**config.mk**
```make
export PLATFORM = sky130hd
export DESIGN_NAME = day_of_year_calendar_counter_unit
export DESIGN_NICKNAME = d
export VERILOG_FILES = /design/src/doycc_pkg.sv /design/src/day_of_year_calendar_counter_unit.sv
export SDC_FILE = /design/constraint.sdc
export NUM_CORES = 1
export LEC_CHECK = 0
export ABC_CLOCK_PERIOD_IN_PS = 11100
export BUFFER_PORTS_ARGS = -buffer_cell sky130_fd_sc_hd__buf_2
export CORE_ASPECT_RATIO = 1.2
export CORE_MARGIN = 4
export CORE_UTILIZATION = 50
export CTS_CLUSTER_DIAMETER = 60
export CTS_CLUSTER_SIZE = 16
export DETAILED_ROUTE_END_ITERATION = 6
export PLACE_DENSITY = 0.69
export SYNTH_ARGS = -nofsm -noshare
export SYNTH_HDL_FRONTEND = slang
export SYNTH_SLANG_ARGS = --single-unit
```
**constraint.sdc**
```tcl
create_clock -name clk -period 11.1 [get_ports clk]
set_input_delay 0.555 -clock clk [delete_from_list [all_inputs] [get_ports clk]]
set_output_delay 0.555 -clock clk [all_outputs]
set_load 0.02 [all_outputs]
```
**src/doycc_pkg.sv**
```systemverilog
package doycc_pkg;

    localparam int YEAR_W  = 14;
    localparam int DAY_W   = 9;
    localparam int MONTH_W = 4;
    localparam int MDAY_W  = 5;
    localparam int WEEK_W  = 6;

    // command codes
    localparam logic [1:0] MODE_NEXT_DAY = 2'd0;
    localparam logic [1:0] MODE_NEW_YEAR = 2'd1;
    localparam logic [1:0] MODE_SET_YEAR = 2'd2;
    localparam logic [1:0] MODE_SET_DAY  = 2'd3;

    localparam logic [YEAR_W-1:0] YEAR_MAX   = 14'd9999;
    localparam logic [YEAR_W-1:0] YEAR_RESET = 14'd2000;
    localparam logic [YEAR_W-1:0] CENTURY_20 = 14'd2000;
    localparam logic [YEAR_W-1:0] CENTURY_19 = 14'd1900;
    localparam logic [YEAR_W-1:0] TWO_DIGIT_MAX = 14'd100;
    localparam logic [YEAR_W-1:0] TWO_DIGIT_PIVOT = 14'd50;

    localparam logic [DAY_W-1:0] DAYS_NORMAL = 9'd365;
    localparam logic [DAY_W-1:0] DAYS_LEAP   = 9'd366;

    // multiplicative inverse of 25 modulo 2^14 and the divisibility bound
    localparam logic [YEAR_W-1:0] INV25     = 14'd7209;
    localparam logic [YEAR_W-1:0] DIV25_MAX = 14'd655;

    // floor(x/7) = (x * 1171) >> 13 for any 9-bit x
    localparam logic [10:0] RECIP7 = 11'd1171;
    localparam int RECIP7_SHIFT = 13;

    // last day of Jan..Nov in a common year
    localparam logic [DAY_W-1:0] MONTH_END [11] = '{
        9'd31, 9'd59, 9'd90, 9'd120, 9'd151, 9'd181,
        9'd212, 9'd243, 9'd273, 9'd304, 9'd334
    };

    typedef struct packed {
        logic [YEAR_W-1:0] year;
        logic [DAY_W-1:0]  day;
        logic              leap;
    } cal_state_t;

    // Gregorian rule: div by 4, and not by 100 unless by 400.
    // y % 25 == 0 tested as (y * INV25 mod 2^14) <= 655.
    function automatic logic is_leap(input logic [YEAR_W-1:0] y);
        logic [YEAR_W-1:0] prod;
        logic              div4;
        logic              div16;
        logic              div25;
        prod  = YEAR_W'(y * INV25);
        div4  = (y[1:0] == 2'b00);
        div16 = (y[3:0] == 4'b0000);
        div25 = (prod <= DIV25_MAX);
        return div4 && (!div25 || div16);
    endfunction

    function automatic logic [DAY_W-1:0] last_day(input logic leap);
        return leap ? DAYS_LEAP : DAYS_NORMAL;
    endfunction

endpackage

```
**src/day_of_year_calendar_counter_unit.sv**
```systemverilog
// Day-of-year calendar counter.
// Command channel: cmd_valid/cmd_stall with mode, year_value, day_value. A beat
// is taken at a rising edge with cmd_valid high and cmd_stall low.
// Result channel: res_valid/res_stall with year_now, day_now, month_now,
// month_day, week_now, leap_now; one result beat per command beat, in order.
// Pipeline: command register (two-digit year expanded here), calendar state
// update, result register. One command per cycle is sustained while the
// result side does not stall, the state update loop closing through the
// calendar state register alone.
// All stages move together: while res_valid is high and res_stall is high,
// cmd_stall is raised and nothing in the pipe changes.
// Reset (rst_n low, asynchronous) empties the pipe and loads the calendar
// with day 1 of year 2000 (a leap year).
module day_of_year_calendar_counter_unit (
    input  logic                           clk,
    input  logic                           rst_n,
    input  logic                           cmd_valid,
    output logic                           cmd_stall,
    input  logic [1:0]                     mode,
    input  logic [doycc_pkg::YEAR_W-1:0]   year_value,
    input  logic [doycc_pkg::DAY_W-1:0]    day_value,
    output logic                           res_valid,
    input  logic                           res_stall,
    output logic [doycc_pkg::YEAR_W-1:0]   year_now,
    output logic [doycc_pkg::DAY_W-1:0]    day_now,
    output logic [doycc_pkg::MONTH_W-1:0]  month_now,
    output logic [doycc_pkg::MDAY_W-1:0]   month_day,
    output logic [doycc_pkg::WEEK_W-1:0]   week_now,
    output logic                           leap_now
);
    import doycc_pkg::*;

    logic pipe_en;

    // command stage
    logic              s1_valid_reg;
    logic [1:0]        s1_mode_reg;
    logic [YEAR_W-1:0] s1_year_reg;
    logic [DAY_W-1:0]  s1_day_reg;
    logic [YEAR_W-1:0] year_exp;

    // calendar state
    cal_state_t        cal_reg;
    cal_state_t        cal_next;
    logic              s2_valid_reg;

    logic [YEAR_W-1:0] year_sel;
    logic              leap_sel;
    logic [DAY_W-1:0]  last_cur;
    logic [DAY_W-1:0]  last_sel;

    // result stage
    logic                res_valid_reg;
    logic [YEAR_W-1:0]   year_out_reg;
    logic [DAY_W-1:0]    day_out_reg;
    logic [MONTH_W-1:0]  month_out_reg;
    logic [MDAY_W-1:0]   mday_out_reg;
    logic [WEEK_W-1:0]   week_out_reg;
    logic                leap_out_reg;

    logic [DAY_W-1:0]    month_lim [11];
    logic [MONTH_W-1:0]  month_calc;
    logic [DAY_W-1:0]    start_calc;
    logic [DAY_W-1:0]    mday_full;
    logic [DAY_W-1:0]    day_m1;
    logic [19:0]         week_prod;

    assign pipe_en   = !res_valid_reg || !res_stall;
    assign cmd_stall = !pipe_en;

    // two-digit years: below 50 -> 20xx, 50..100 -> 1900 + value; above 100 taken as is, capped at 9999
    always_comb
    begin
        if (year_value > TWO_DIGIT_MAX)
        begin
            year_exp = (year_value > YEAR_MAX) ? YEAR_MAX : year_value;
        end
        else if (year_value < TWO_DIGIT_PIVOT)
        begin
            year_exp = CENTURY_20 + year_value;
        end
        else
        begin
            year_exp = CENTURY_19 + year_value;
        end
    end

    always_ff @(posedge clk or negedge rst_n)
    begin
        if (!rst_n)
        begin
            s1_valid_reg <= 1'b0;
        end
        else if (pipe_en)
        begin
            s1_valid_reg <= cmd_valid;
        end
    end

    always_ff @(posedge clk)
    begin
        if (pipe_en && cmd_valid)
        begin
            s1_mode_reg <= mode;
            s1_year_reg <= year_exp;
            s1_day_reg  <= day_value;
        end
    end

    // one leap evaluation, on the year this command would load
    assign year_sel = (s1_mode_reg == MODE_NEXT_DAY) ? (cal_reg.year + 1'b1) : s1_year_reg;
    assign leap_sel = is_leap(year_sel);
    assign last_cur = last_day(cal_reg.leap);
    assign last_sel = last_day(leap_sel);

    always_comb
    begin
        cal_next = cal_reg;
        case (s1_mode_reg)
            MODE_NEXT_DAY:
            begin
                if (cal_reg.day >= last_cur)
                begin
                    if (cal_reg.year >= YEAR_MAX)
                    begin
                        cal_next.day = last_cur;
                    end
                    else
                    begin
                        cal_next.year = year_sel;
                        cal_next.leap = leap_sel;
                        cal_next.day  = DAY_W'(1);
                    end
                end
                else
                begin
                    cal_next.day = cal_reg.day + 1'b1;
                end
            end
            MODE_NEW_YEAR:
            begin
                cal_next.year = year_sel;
                cal_next.leap = leap_sel;
                cal_next.day  = DAY_W'(1);
            end
            MODE_SET_YEAR:
            begin
                cal_next.year = year_sel;
                cal_next.leap = leap_sel;
                cal_next.day  = (cal_reg.day > last_sel) ? last_sel : cal_reg.day;
            end
            MODE_SET_DAY:
            begin
                if (s1_day_reg == '0)
                begin
                    cal_next.day = DAY_W'(1);
                end
                else if (s1_day_reg > last_cur)
                begin
                    cal_next.day = last_cur;
                end
                else
                begin
                    cal_next.day = s1_day_reg;
                end
            end
            default:
            begin
                cal_next = cal_reg;
            end
        endcase
    end

    always_ff @(posedge clk or negedge rst_n)
    begin
        if (!rst_n)
        begin
            cal_reg.year <= YEAR_RESET;
            cal_reg.day  <= DAY_W'(1);
            cal_reg.leap <= 1'b1;
            s2_valid_reg <= 1'b0;
        end
        else if (pipe_en)
        begin
            s2_valid_reg <= s1_valid_reg;
            if (s1_valid_reg)
            begin
                cal_reg <= cal_next;
            end
        end
    end

    // month search: each bound compared on its own, then first hit wins
    always_comb
    begin
        for (int m = 0; m < 11; m++)
        begin
            month_lim[m] = MONTH_END[m] + ((m >= 1) ? DAY_W'(cal_reg.leap) : DAY_W'(0));
        end
        month_calc = MONTH_W'(11);
        start_calc = month_lim[10];
        for (int m = 10; m >= 0; m--)
        begin
            if (cal_reg.day <= month_lim[m])
            begin
                month_calc = MONTH_W'(m);
                start_calc = (m == 0) ? DAY_W'(0) : month_lim[(m == 0) ? 0 : m - 1];
            end
        end
    end

    assign mday_full = cal_reg.day - start_calc;
    assign day_m1    = cal_reg.day - 1'b1;
    assign week_prod = 20'(day_m1 * RECIP7);

    always_ff @(posedge clk or negedge rst_n)
    begin
        if (!rst_n)
        begin
            res_valid_reg <= 1'b0;
        end
        else if (pipe_en)
        begin
            res_valid_reg <= s2_valid_reg;
        end
    end

    always_ff @(posedge clk)
    begin
        if (pipe_en && s2_valid_reg)
        begin
            year_out_reg  <= cal_reg.year;
            day_out_reg   <= cal_reg.day;
            month_out_reg <= month_calc;
            mday_out_reg  <= mday_full[MDAY_W-1:0];
            week_out_reg  <= week_prod[RECIP7_SHIFT+WEEK_W-1:RECIP7_SHIFT];
            leap_out_reg  <= cal_reg.leap;
        end
    end

    assign res_valid = res_valid_reg;
    assign year_now  = year_out_reg;
    assign day_now   = day_out_reg;
    assign month_now = month_out_reg;
    assign month_day = mday_out_reg;
    assign week_now  = week_out_reg;
    assign leap_now  = leap_out_reg;

    // day never leaves 1..last day of the current year
    assert property (@(posedge clk) disable iff (!rst_n)
        (cal_reg.day != '0) && (cal_reg.day <= last_day(cal_reg.leap)))
        else $error("calendar day out of range");

    assert property (@(posedge clk) disable iff (!rst_n)
        cal_reg.year <= YEAR_MAX)
        else $error("calendar year above maximum");

    // leap flag tracks the stored year
    assert property (@(posedge clk) disable iff (!rst_n)
        cal_reg.leap == is_leap(cal_reg.year))
        else $error("leap flag does not match year");

    assert property (@(posedge clk) disable iff (!rst_n)
        (s1_valid_reg && pipe_en && (s1_mode_reg == MODE_NEW_YEAR)) |=>
        (cal_reg.day == DAY_W'(1)))
        else $error("new year did not restart at day 1");

endmodule

```
# --- Yosys cells after proc, flatten, opt, wreduce, memory -nomap -nowiden ---
# Cells that the tools add are included.
# W data, S select, Z words.
op_classes:
  add_sub_neg: 16
  n_mul: 2
  magnitude_cmp: 19
  n_eq_ne: 6
  muxes: 39
  n_reduce_logical: 20
op_table:
  columns: ["operator", "n"]
  rows:
  - ["$mux W14", 6]
  - ["$le A9 B9 Y1", 7]
  - ["$mux W5", 11]
  - ["$mux W9", 5]
  - ["$add A8 B1 Y9 const A", 4]
  - ["$pmux W9 S4", 1]
  - ["$add A11 B14 Y14 const A", 2]
  - ["$pmux W14 S2", 1]
  - ["$add A9 B1 Y9 const A", 3]
  - ["$mul A9 B11 Y19 const B", 1]
  - ["$gt A9 B9 Y1", 2]
  - ["$le A9 B8 Y1", 2]
  - ["$add A7 B1 Y8 const A", 2]
  - ["$add A14 B1 Y14 const B", 1]
  - ["$ge A14 B14 Y1 const B", 1]
  - ["$gt A14 B14 Y1 const B", 1]
  - ["$gt A14 B7 Y1 const B", 1]
  - ["$le A14 B10 Y1 const B", 1]
  - ["$lt A14 B6 Y1 const B", 1]
  - ["$mul A14 B13 Y14 const B", 1]
  - ["$mux W3", 4]
  - ["$add A9 B1 Y9 const B", 1]
  - ["$ge A9 B9 Y1", 1]
  - ["$le A9 B5 Y1 const B", 1]
  - ["24 further kinds", 41]
word_totals:
  register_bits: 91
  input_bits: 29
  output_inout_bits: 41
  wordCells: 120

# --- Longest topological paths before layout ---
logic_depth:
  word_depth: 14
  depth_mapped: 30
  ltp_nobuf: 28

# --- Least setup slack after synthesis ---
# Ideal clock, no wire load.
synth_path:
  path_kind: "register -> register"
  startpoint: "register s1_mode_reg[1]"
  endpoint: "register cal_reg[5] in the netlist's numbering"
  arrival_time_ns: 6.028
  required_time_ns: 10.979
  path_slack_ns: 4.951
  path_stages_with_launch: 29
  n_path_buf: 4
  period_less_slack_ns: 6.149
  path_cell_list: "edfxtp_1 buf_6 or2_1 buf_6 clkbuf_1 clkbuf_1 a21oi_1 inv_1 fa_1 ha_1 ha_1 inv_1 fa_1 fa_1 xor2_1 xnor2_1 xnor2_1 xnor2_2 xnor3_4 o211ai_2 nand3_1 ha_1 nor2b_1 o21ai_1 a21oi_1 o21ba_2 inv_2 a31o_2 a22o_1"
synth_via:
  elab_chain_cells: 11
  elab_cells_between_ends: 17
  classes_between: "mul (1); order compare (2); eq/ne (4); mux (3); reduce/logical (7)"
synth_lines:
  columns: ["element", "line", "text"]
  rows:
  - ["start, declared", "day_of_year_calendar_counter_unit.sv:37", "logic [1:0] s1_mode_reg;"]
  - ["start signal, assigned", "day_of_year_calendar_counter_unit.sv:104", "s1_mode_reg <= mode;"]
  - ["$logic_not A2 Y1", "day_of_year_calendar_counter_unit.sv:111, day_of_year_calendar_counter_unit.sv:119", null]
  - ["$mux W14", "day_of_year_calendar_counter_unit.sv:111", "assign year_sel = (s1_mode_reg == MODE_NEXT_DAY) ? (cal_reg.year + 1'b1) : s1_year_reg;"]
  - ["$mul A14 B13 Y14", "doycc_pkg.sv:52", "prod = YEAR_W'(y * INV25);"]
  - ["$le A14 B10 Y1", "doycc_pkg.sv:55", "div25 = (prod <= DIV25_MAX);"]
  - ["$logic_not A1 Y1", "doycc_pkg.sv:56", "return div4 && (!div25 || div16);"]
  - ["$logic_or A1 B1 Y1", "doycc_pkg.sv:56", null]
  - ["$logic_and A1 B1 Y1", "doycc_pkg.sv:56", null]
  - ["$mux W2", "doycc_pkg.sv:60", "return leap ? DAYS_LEAP : DAYS_NORMAL;"]
  - ["$gt A9 B9 Y1", "day_of_year_calendar_counter_unit.sv:150", "cal_next.day = (cal_reg.day > last_sel) ? last_sel : cal_reg.day;"]
  - ["$ne A2 B2 Y1 (no line)", null, null]
  - ["$reduce_and A3 Y1 (no line)", null, null]
  - ["end signal, assigned", "day_of_year_calendar_counter_unit.sv:188", "cal_reg <= cal_next;"]
  - ["end, declared", "day_of_year_calendar_counter_unit.sv:43", "cal_state_t cal_reg;"]
# Parallel ways exist; a longest one is shown, timed or not.
# A chain may end at the register's enable or synchronous reset.

# --- Worst setup path after layout ---
layout_path:
  startpoint: "register s1_mode_reg[0]"
  endpoint: "register cal_reg[5] in the netlist's numbering"
# The elaborated chain is that of the path after synthesis.

==> results.json <==
{
  "status": "complete, no violations",
  "cts_root_buf": "clkbuf_16",
  "slew_violations": 0,
  "firstDrtPassIters": 5,
  "rsz0062_at_grt": "no",
  "fin_worst_skew_ps": 6.871,
  "synth.top_cell.area_share_pct": 25.28,
  "post-cts-setup-buffers": 0,
  "holdBufCountCts": 0,
  "start_util_pct": 50.83,
  "dp_hpwl_microns": 13490,
  "coreArea_sq_um": 14960,
  "fp.dieW_microns": 120.6,
  "relSlewSlack_pct": 27.07,
  "postSynthCellCount": 754,
  "die-area_sq_um": 17250,
  "tightest_slew_ps": 1094,
  "cts_resized": 0,
  "cts_buffers": 9,
  "synth_cell_types": 80,
  "grt_pass1_wl_microns": 28200,
  "antenna_found_initial": 0,
  "drt_iter0_drc": 402,
  "seq_area_frac_synth_pct": 34.29,
  "grt_use_total_pct": 20.35,
  "final_cells": 1022,
  "hold_path_class": "input port to asynchronous set/reset pin",
  "end_kind": "flop",
  "ys.flop_type": "edfxtp_1",
  "viasPerCell": 5.625,
  "grt_pass1_vias": 5858,
  "cts.clk_slew.worst_paths_ps": 70,
  "row_count": 49,
  "port_buffers": 69,
  "post_drt_wl_per_cell_microns": 16.87,
  "nFillCells": 1338,
  "hold_violations": 0,
  "tritoncts": "built",
  "fmax_mhz": 142.7,
  "synth_edf_count": 64,
  "dp_cells": 1006,
  "remaining_drc_errors": 0,
  "grt-ovfl-total": 0,
  "utilization_pct": 56.14,
  "synthArstFlopShare_pct": 29.67,
  "crit_type": "flop to flop",
  "io_pins": 70,
  "start_kind": "flop",
  "fp.dieH_microns": 143.1,
  "synth.area.top_cells": "edfxtp_1 25%, ha_1 18%, dfrtp_1 6.3%, fa_1 5.8%, inv_1 4.4%",
  "synth_largest_area_cell": "edfxtp_1",
  "fin_crit_ps": 7009,
  "pre_cts_ws_ps": 4107,
  "layout-drive-gt1-share_pct": 14.67,
  "worst_slack_ps": 4091,
  "critPathMaxFanout": 16,
  "synth_nets": 916,
  "nNetsFinal": 975,
  "routed_wl_microns": 17240,
  "grt_max_degree": 40,
  "cts_buffer_depth": 2,
  "cp.arrival_ps": 7240,
  "setup_violations": 0,
  "cts_sinks": 91,
  "finalCritPeriodShare_pct": 63.14,
  "syn_area_per_cell_sq_um": 10.08,
  "multi_input_area_sq_um": 4526,
  "area_delta_synth_final_pct": 10.45,
  "cap_violations": 0,
  "synth-seq-cells": 91,
  "htreeDepth": 3,
  "vias": 5749,
  "worst_ep_required_time_ps": 11330,
  "yosys_warnings": 0,
  "seqCellArea_sq_um": 2608,
  "ant_nets": 0,
  "n_antenna_cell": 0,
  "globalplace.congestion": 0.9047,
  "clock_latency_ps": 340,
  "synth.cell_area_sq_um": 7604,
  "setup_tns_ps": 0,
  "largest_reg_flops": 24
}
## area by class of cell
class	instances	area share [%]
clock buffer	9	2.682
clock inverter	7	1.117
inverter	92	4.112
multi-input combinational	550	53.89
sequential	91	31.05
tap	204	3.039
timing repair buffer	69	4.112
## placed cells by master (no fill, tap or decap), types with 9 or more instances in the layout
| cell | Yosys | final |
|---|---|---|
| a21o_1 | 12 | 12 |
| a21oi_1 | 38 | 38 |
| buf_2 | 0 | 69 |
| clkbuf_16 | 0 | 9 |
| dfrtp_1 | 19 | 19 |
| edfxtp_1 | 64 | 64 |
| fa_1 | 22 | 22 |
| ha_1 | 111 | 111 |
| inv_1 | 90 | 90 |
| nand2_1 | 56 | 56 |
| nand3_1 | 11 | 11 |
| nor2_1 | 33 | 33 |
| nor3_1 | 14 | 14 |
| o21ai_0 | 41 | 41 |
| o31ai_1 | 9 | 9 |
| xnor2_1 | 28 | 28 |
| xor2_1 | 14 | 14 |
## synth_stat cells (14+ instances only)
library cell / count
xnor2_1: 28
xor2_1: 14
nor3_1: 14
dfrtp_1: 19
nand2_1: 56
ha_1: 111
a21oi_1: 38
nor2_1: 33
o21ai_0: 41
fa_1: 22
inv_1: 90
edfxtp_1: 64
clkbuf_1: 14
## worst max-delay path, cell delays in order (launching register included)
cell      delay [ps]
edfxtp_1         580
nor2_1           700
mux2i_1          480
inv_1            170
fa_1             560
ha_1             220
ha_1             270
inv_1             50
fa_1             500
fa_1             440
xor2_1           160
xnor2_1          140
xnor2_1          230
xnor2_2          160
xnor3_4          350
o211ai_2         100
nand3_1          170
ha_1             320
nor2b_1          130
o21ai_1           60
a21oi_1          220
o21ba_2          340
inv_2             90
a31o_2           220
a22o_1           220
## metrics by stage
stage	cell area [sq um]	hold slack [ps]
floorplan	7604	259.4
global placement	8079	460.4
detailed placement	8079	475.0
CTS	8398	255.8
global route	8398	278.2
finish	8398	239.5
## cell families (layout without fill, tap and decap cells)
group / count (synthesis) / in the layout / synth area share, %
compound gates: 182 / 182 / 15.88
simple gates: 175 / 175 / 11.65
fa+ha+maj: 133 / 133 / 24.06
buf+inv: 113 / 177 / 6.204
flops: 91 / 91 / 34.29
xor+xnor: 45 / 45 / 5.727
mux: 15 / 15 / 2.189
## routing by layer
metal / up-vias / routed length [microns] / global-route usage (%)
li1: 2808 / - / -
met3: 33 / 878 / 2.892
met5: - / 0 / 0
met4: 0 / 393 / 7.160
met2: 186 / 8867 / 37.24
met1: 2722 / 7099 / 24.40
## worst paths after layout
check                          startpoint            end  slack, ps  cells past startpoint
max                        s1_mode_reg[0]     cal_reg[5]       4090                     24
min in group clk             day_value[2]  s1_day_reg[2]        380                      1
max in group asynchronous           rst_n    cal_reg[15]      10430                      1
max reg2reg                s1_mode_reg[0]     cal_reg[5]       4090                     24
min reg2reg                  s2_valid_reg      res_valid        490                      1
min                                 rst_n   s1_valid_reg        240                      1
Power is not shown: default switching activity piles up to over one toggle a cycle in this logic, so the estimate is an artifact.
